==> src/design/young_tableau_priority_queue_defines.svh <==
// ---------------------------------------------------------------------------
// Young tableau priority queue assertion macros
// Shared concurrent assertion forms for the queue's RTL.
// ---------------------------------------------------------------------------
`ifndef YOUNG_TABLEAU_PRIORITY_QUEUE_DEFINES_SVH
`define YOUNG_TABLEAU_PRIORITY_QUEUE_DEFINES_SVH

// Check a property on every rising clock edge outside reset.
`define YTPQ_ASSERT(lbl, prop, msg) \
  lbl: assert property (@(posedge clk) disable iff (!rst_n) prop) else $error(msg);

// Check that a condition implies a consequence in the same cycle.
`define YTPQ_IMPLY(lbl, cond, cons, msg) \
  `YTPQ_ASSERT(lbl, (cond) |-> (cons), msg)

`endif

==> src/design/ytpq_pkg.sv <==
// ---------------------------------------------------------------------------
// Young tableau priority queue package
// Key sentinel, mode and status codes, and the cell write bundle.
// ---------------------------------------------------------------------------
`default_nettype none
package ytpq_pkg;
  localparam logic signed [31:0] EMPTY_KEY = 32'sh7FFF_FFFF;

  typedef enum logic [1:0] {
    MODE_INSERT  = 2'd0,
    MODE_EXTRACT = 2'd1,
    MODE_FIND    = 2'd2,
    MODE_NONE    = 2'd3
  } mode_t;

  typedef enum logic [1:0] {
    ST_OK    = 2'd0,
    ST_FULL  = 2'd1,
    ST_EMPTY = 2'd2,
    ST_RSVD  = 2'd3
  } status_t;

  typedef struct packed {
    logic               we;
    logic signed [31:0] d;
  } cell_wr_t;
endpackage
`default_nettype wire

==> src/design/ytpq_cell.sv <==
// ---------------------------------------------------------------------------
// Young tableau cell
// One key register of the grid; reset loads the empty sentinel.
// ---------------------------------------------------------------------------
`default_nettype none
module ytpq_cell (
  input  wire logic              clk,
  input  wire logic              rst_n,
  input  ytpq_pkg::cell_wr_t     wr,
  output logic signed [31:0]     q
);
  import ytpq_pkg::*;

  logic signed [31:0] key_r;
  logic signed [31:0] key_nxt;

  always_comb begin
    key_nxt = wr.we ? wr.d : key_r;
  end

  always_ff @(posedge clk) begin
    if (!rst_n) begin
      key_r <= EMPTY_KEY;
    end else begin
      key_r <= key_nxt;
    end
  end

  assign q = key_r;
endmodule
`default_nettype wire

==> config.mk <==
export PLATFORM = sky130hd
export DESIGN_NAME = ytpq_cell
export DESIGN_NICKNAME = d
export VERILOG_FILES = /design/src/design/young_tableau_priority_queue_defines.svh /design/src/design/ytpq_pkg.sv /design/src/design/ytpq_cell.sv
export SDC_FILE = /design/constraint.sdc
export NUM_CORES = 1
export LEC_CHECK = 0
export BUFFER_PORTS_ARGS = -buffer_cell sky130_fd_sc_hd__buf_4
export CORE_ASPECT_RATIO = 0.7
export CORE_MARGIN = 4
export CORE_UTILIZATION = 48
export CTS_BUF_LIST = sky130_fd_sc_hd__clkbuf_4
export DETAILED_ROUTE_END_ITERATION = 10
export GPL_TIMING_DRIVEN = 0
export PLACE_DENSITY_LB_ADDON = 0.08
export REMOVE_ABC_BUFFERS = 1
export SLEW_MARGIN = 5
export SYNTH_ARGS = -nofsm -noshare
export SYNTH_HDL_FRONTEND = slang
export SYNTH_SLANG_ARGS = --single-unit
==> constraint.sdc <==
create_clock -name clk -period 2 [get_ports clk]
set_input_delay 0.1 -clock clk [delete_from_list [all_inputs] [get_ports clk]]
set_output_delay 0.1 -clock clk [all_outputs]
set_load 0.01 [all_outputs]
==> impl_results.md <==
* Wire length on met1 at 1.37 mm
* Effective utilization at floorplan at 52.2%
* Highest ir drop seen on vdd at 0.605 mV
* Clock network power share at 27.2%
* Ranking of synthesized cells by area: sky130_fd_sc_hd__dfxtp_1 56%, sky130_fd_sc_hd__mux2i_1 28%, sky130_fd_sc_hd__nand2_1 10%
* Setup total negative slack at 0 ps
* Final GP Congestion at slightly above 0.6
* Worst path cell trace: buf_4
* Critical path data arrival time at 850 ps
* Total half-perimeter wirelength after legalization and detailed placement at just under 2 mm
* CP bufs+invs at 1
* Largest register FFs at 32
* Fraction of synthesized cell area taken by the top area cell type at 55.7%
* Category of the worst setup path launch point: register
* Clock tree from TritonCTS: yes
* Tightest Pin Transition at approximately 520 ps
* Largest clock skew in the final design at 0 ps
* CTS-repair resized insts at 0
* Synthesized instance count at 103
* Number of logic stages on the critical path including buffering at 1
* Class of the worst hold path: input port to register
* Die height at 49.0 um
* Final critical delay including setup and external delays at 951 ps
* Crit-path max FO at 2
* Core outline area at 2210 um2
* Postcts setup bufs at 0
* Aggregate global routing overflow at 0
* Post-route ant nets at 0
* Die W at 66.5 um
* Share of final-layout standard cells stronger than drive strength 1 at 36.7%
* Top-level port count at 67
* Synthesized cell area at 1150 um2
* Detailed Routing Iterations Pass 1 at 4
* Final Worst Setup Slack at 1050 ps
* Pwr/cell area at roughly 680 nW/um2
* I/O Buffers at 66
* Wirelength per Cell at 15.9 um
* Number of cells traversed by the worst hold path at 3
* Leakage Power at between 0.9 and 1 nW
* Placement Setup Slack at approximately 1000 ps
* Number of hold-repair buffers added at the cts stage at 28
* Vias in the first global route at around 1200
* Final max-slew violation count at 0
* Clock-pin slew on the worst setup and hold paths at 100 ps
* GR Util All Layers at 24.2%
* Layout-stage area growth over the synthesis result at 70.8%
* Clk Latency, worst-skew pair at 320 ps
* Area of the die at 3260 um2
* Cell type with the largest total area after synthesis: sky130_fd_sc_hd__dfxtp_1
* Via total after detailed routing at approximately 1100
* Cell type group with the largest total delay on the critical path: flip-flops
* Final wirelength at 3.67 mm
* Proportion of synthesized chip area in sequential cells at between 50% and 60%
* Floorplan row count at 14
* Data required, critical path at 1900 ps
* Type of the setup path with the least slack: register to output port
* Fillcell total at between 100 and 150
* Warnings, synthesis at 0
* Largest net degree at the start of global routing at 33
* Antenna violations before repair at 0
* Net switching power of the design at approximately 0.33 mW
* Max-cap violation count at 0
* Count of endpoints failing setup in the final report at 0
* Post-layout power at roughly 1.3 mW
* Total CTS buffers at 5
* Unique cell type count in the Yosys netlist at 7
* Clk Tree Root Cell: sky130_fd_sc_hd__clkbuf_4
* H-tree depth reported by CTS at 2
* Stage delay of the slowest cell on the critical path at 380 ps
* Mean area per synthesized cell at 11.2 um2
* Sink Count at 32
* Switching fraction of total power at 25.0%
* Final-report hold violation count at 0
* Antenna Cells at 0
* Timing-limited maximum frequency at 1.05 GHz
* Via density per instance at 4.73
* Net total in the final layout at around 230
* Logic pwr share at 20.3%
* Detailed Route Iter0 Violations at 68
* Unrepaired setup endpoints after global routing: no
* Internal power at 0.999 mW
* DRC errors left at 0
* Largest buffer count on any clock path at 2
* Register bit count reported by yosys at 32
* Rel. slew slack at 65.1%
* Relative contribution of sequential cells to total power at 52.5%
* Highest layer used for signal routing: met4
* Outcome: complete, no violations
* Final Cycle Share at 47.5%
* First-pass GRT wire length at roughly 6 mm
* Routed length on met3 at between 200 and 300 um
* Number of cells on the worst reg-to-reg path at 2
* Slowest stage cell, crit path: sky130_fd_sc_hd__dfxtp_1
* Endpoint kind of the worst setup timing path: output port
* Amount of wire on met2 after detailed routing at 1.98 mm
area by class of cell:
class,instances,area (um2),area share (%)
flip-flops and latches,32,641,32.6
well taps,32,40.0,2.04
clock inverters,1,3.75,0.191
clock buffers,7,52.6,2.67
repair buffers,95,786,40.0
multi-input cells,64,443,22.5
final timing paths:
path / to / slack (ps) / from
worst max-delay path: q[22] / 1050 / q[22]$_SDFFE_PN1P_
worst max register to register: q[11]$_SDFFE_PN1P_ / 1260 / q[11]$_SDFFE_PN1P_
worst min-delay path: q[8]$_SDFFE_PN1P_ / 30 / wr[8]
worst min register to register: q[29]$_SDFFE_PN1P_ / 480 / q[29]$_SDFFE_PN1P_
cells in the final DEF (no fill, tap or decap):
cell                            count
sky130_fd_sc_hd__buf_4             66
sky130_fd_sc_hd__mux2i_1           32
sky130_fd_sc_hd__dfxtp_1           32
sky130_fd_sc_hd__nand2_1           31
sky130_fd_sc_hd__dlygate4sd3_1     29
sky130_fd_sc_hd__clkbuf_4           7
sky130_fd_sc_hd__nor2b_1            1
sky130_fd_sc_hd__clkinv_1           1
metal layers:
layer | vias to the layer above | track usage (%)
met5 | - | 0
met4 | 0 | 7.09
met3 | 6 | 7.37
met2 | 47 | 45.0
met1 | 510 | 25.7
li1 | 529 | -
logic make-up (layout without fill, tap and decap cells):
| kind of cell | Yosys count | count (layout) | share of synthesized area, % |
|---|---|---|---|
| buf+inv | 7 | 103 | 5.87 |
| mux | 32 | 32 | 27.8 |
| flops | 32 | 32 | 55.7 |
| simple gates | 32 | 32 | 10.7 |
cells in the mapped netlist:
library cell               instances
sky130_fd_sc_hd__dfxtp_1          32
sky130_fd_sc_hd__clkbuf_1          3
sky130_fd_sc_hd__nor2b_1           1
sky130_fd_sc_hd__nand2_1          31
sky130_fd_sc_hd__mux2i_1          32
sky130_fd_sc_hd__buf_8             3
sky130_fd_sc_hd__buf_6             1
power groups by stage:
stage / Sequential, mW / Clock [mW] / Combinational (mW)
after global routing: 0.703 / 0.405 / 0.290
after floorplan: 0.727 / 0 / 0.0544
after CTS: 0.695 / 0.371 / 0.259
after global placement: 0.707 / 0 / 0.208
final: 0.699 / 0.362 / 0.270
after detailed placement: 0.710 / 0 / 0.214
per-stage QoR:
step / instances / cell area [um2] / hold WS (ps) / util (%)
finish: 231 / 1970 / 30.7 / 89.1
global route: 231 / 1970 / 2.20 / 89.1
CTS: 230 / 1960 / 1.36 / 88.6
detailed placement: 194 / 1620 / 321 / 73.4
global placement: 194 / 1620 / 314 / 73.4
floorplan: 96 / 1080 / 162 / -
Power figures use the tool's default switching activity.
